<file path="src/rtl/core/bsat_ram.sv">
// Generic single-port-write, single-port-read RAM with registered read data.
// No dependencies.
module bsat_ram #(
    parameter int WIDTH = 8,
    parameter int DEPTH = 32
) (
    input  logic                     i_clk,
    input  logic                     i_we,
    input  logic [$clog2(DEPTH)-1:0] i_waddr,
    input  logic [WIDTH-1:0]         i_wdata,
    input  logic                     i_re,
    input  logic [$clog2(DEPTH)-1:0] i_raddr,
    output logic [WIDTH-1:0]         o_rdata
);

    logic [WIDTH-1:0] r_mem [DEPTH];
    logic [WIDTH-1:0] r_rdata;

    always_ff @(posedge i_clk) begin
        if (i_we) begin
            r_mem[i_waddr] <= i_wdata;
        end
        if (i_re) begin
            r_rdata <= r_mem[i_raddr];
        end
    end

    assign o_rdata = r_rdata;

endmodule

</file>
<file path="config.mk">
export PLATFORM = sky130hd
export DESIGN_NAME = bsat_ram
export DESIGN_NICKNAME = d
export VERILOG_FILES = /design/src/rtl/core/bsat_ram.sv
export SDC_FILE = /design/constraint.sdc
export NUM_CORES = 1
export LEC_CHECK = 0
export ABC_CLOCK_PERIOD_IN_PS = 7000
export BUFFER_PORTS_ARGS = -buffer_cell sky130_fd_sc_hd__buf_2
export CORE_UTILIZATION = 31
export CTS_CLUSTER_DIAMETER = 60
export CTS_CLUSTER_SIZE = 30
export DETAILED_ROUTE_END_ITERATION = 6
export HOLD_SLACK_MARGIN = 0.05
export SETUP_SLACK_MARGIN = 0.3
export SLEW_MARGIN = 40
export SYNTH_ARGS = -nofsm -noshare
export SYNTH_HDL_FRONTEND = slang
export SYNTH_SLANG_ARGS = --single-unit
</file>
<file path="constraint.sdc">
create_clock -name i_clk -period 7 [get_ports i_clk]
set_input_delay 1.4 -clock i_clk [delete_from_list [all_inputs] [get_ports i_clk]]
set_output_delay 1.4 -clock i_clk [all_outputs]
set_load 0.05 [all_outputs]
</file>
==> results_dict.tcl <==
set metrics [dict create \
    ctsResizeCount 0 \
    syn-num-nets 438 \
    async_reset_ff_share_pct 0 \
    num_antenna_cells 0 \
    grt_usage_pct 12.8 \
    hold_class "register to register" \
    mappedNetlistArea_sq_mm 0.0101 \
    maxCapViolCount 0 \
    ant_nets 0 \
    synth_ff_type "edfxtp_1" \
    start_util_pct 31.8 \
    finalCritPeriodShare_pct 51.4 \
    area_growth_pct 12.1 \
    io_buffers 28 \
    p_leak_nw 3.38 \
    post_synth.cell_area_avg_sq_um 24.3 \
    slew_headroom_pct 43.8 \
    place_congestion 0.758 \
    crit_arrival_ns 3.84 \
    cp-start-kind "input pin" \
    cts_hold_buffers 0 \
    cp_top_family "multiplexers" \
    nNetsFinal 468 \
    grt_pass1_vias 4631 \
    crit_slowest_cell "buf_4" \
    ys_ff_latch 264 \
    grt_pass1_wl_mm 31.0 \
    rsz0062_at_grt "no" \
    worstSetupPathDepth 5 \
    tightestPinTransition_ns 0.839 \
    synth.area.top_cells "edfxtp_1, mux4_2, nor2_1" \
    wire_per_inst_um 23.4 \
    drc 0 \
    reg2regPathDepth 3 \
    clockBufferDepth 3 \
    htree_num_levels 1 \
    finalHoldViolCount 0 \
    drtIter0Drc 566 \
    hpwl_mm 13.1 \
    rows 65 \
    yosys.area.top_type "edfxtp_1" \
    ios 29 \
    status "completed" \
    max_stage_delay_ns 0.58 \
    synth_commonest_cells "edfxtp_1, mux4_2, nor2_1" \
    clockRootBuffer "clkbuf_16" \
    overflow 0 \
    die_w_um 183 \
    synth_most_common_cell "edfxtp_1" \
    drive_gt1_share_pct 36.8 \
    die_h_um 183 \
    cellPowerDensity_mw_per_mm2 265 \
    final_max_slew_viol_count 0 \
    cts_tree "done" \
    max-vdd-ir-drop_mv 0.118 \
    viasPerCell 4.98 \
    end_kind "register" \
    path_max_fanout 36 \
    hold_ws_ns 0.965 \
    cts.sinks 264 \
    fp.coreArea_sq_mm 0.0319 \
    crit_chain "buf_2, buf_4, mux4_2, mux4_2, mux2_2" \
    vias 4450 \
    total_power_mw 3.01 \
    critPathMostFrequentCell "mux4_2" \
    crit_buf_inv 2 \
    fp.dieArea_sq_mm 0.0334 \
    synthCells 417 \
    first_pass_iters 5 \
    tns_ns 0 \
    finClkSkew_ns 0.0299 \
    post-cts-setup-buffer-count 0 \
    setup_violations 0 \
    clock_latency_ns 0.51 \
    grt_max_degree 40 \
    synth-seq-area-share_pct 78.2 \
    synth_top_area_share_pct 78.2 \
    numCtsBuffers 18 \
    synth_edf_count 264 \
    antenna_found_initial 1 \
    holdPathStages 3 \
    wl_mm 20.9 \
    cp.required_ns 7.24 \
    clkTransAtPathRegs_ns 0.09 \
    fmax_ghz 0.278 \
    fin_crit_ns 3.60 \
    yosysWarnings 0 \
    ys_types 14 \
    path_class "input pin to register" \
]
==> through the flow <==
stage | cells | cell area (sq um) | utilization [%] | setup slack [ns]
global route | 894 | 11400 | 35.6 | 3.23
CTS | 894 | 11300 | 35.5 | 3.14
floorplan | 417 | 10100 | - | 3.66
finish | 894 | 11400 | 35.6 | 3.40
global placement | 862 | 10700 | 33.7 | 2.64
detailed placement | 862 | 10700 | 33.7 | 2.62
==> worst reg2reg max path: cells and delay by family (launching register included) <==
family,cells,cell delay (ns)
flip-flops,1,0.39
multiplexers,3,1.34
==> registers in the layout, indices dropped and copies added, names as in the netlist <==
name,flops
o_rdata,8
r_mem,256
==> layout by cell type, fill, tap and decap left out <==
cell type	synthesis	routed
nor2_2	0	19
clkinvlp_4	0	2
buf_6	1	1
inv_8	0	1
clkbuf_16	0	19
clkbuf_1	6	2
inv_16	0	1
clkinv_1	0	1
nand2_1	1	1
buf_4	6	2
or3b_2	3	3
clkinv_4	0	2
nand3_1	2	2
buf_2	1	27
mux4_2	80	80
inv_6	0	3
mux2_2	8	8
nor2_1	33	14
or3_1	1	1
nand3b_1	5	5
clkinv_2	0	1
edfxtp_1	264	264
==> worst paths after layout <==
kind,from,endpoint,slack [ns]
min reg2reg,r_mem[31][0]$_DFFE_PP_,o_rdata[0]$_DFFE_PP_,0.96
min,r_mem[31][0]$_DFFE_PP_,o_rdata[0]$_DFFE_PP_,0.96
max reg2reg,r_mem[17][2]$_DFFE_PP_,o_rdata[2]$_DFFE_PP_,5.01
max,i_raddr[2],o_rdata[3]$_DFFE_PP_,3.40
==> cells by family (layout without fill, tap and decap cells) <==
| family | Yosys count | count (layout) | share of synthesized area, % |
|---|---|---|---|
| flops | 264 | 264 | 78.2 |
| mux | 88 | 88 | 18.7 |
| simple gates | 45 | 45 | 2.05 |
| buf+inv | 20 | 62 | 1.05 |
==> report_power, final <==
part	internal, mW	total (mW)	switching [mW]
clock network	0.520	1.07	0.548
logic	0.0680	0.176	0.108
registers	1.76	1.77	0.00665
==> per-layer routing <==
metal  vias up  track usage [%]  part of all wire, %
met1      2443             18.2                   43
met4         2             2.57                  1.4
met3        27             2.78                  6.7
met2       137             20.5                   48
met5         -                0                0.038
li1       1841                -                    -
==> area by class of cell <==
type                            instances  area [sq um]
Fill cell                            2936         20500
Clock buffer                           21           483
Tap cell                              435           544
Timing Repair Buffer                   30           161
Sequential cell                       264          7930
Multi-Input combinational cell        133          2150
Clock inverter                         11          98.8
(Power assumes the default switching activity.)
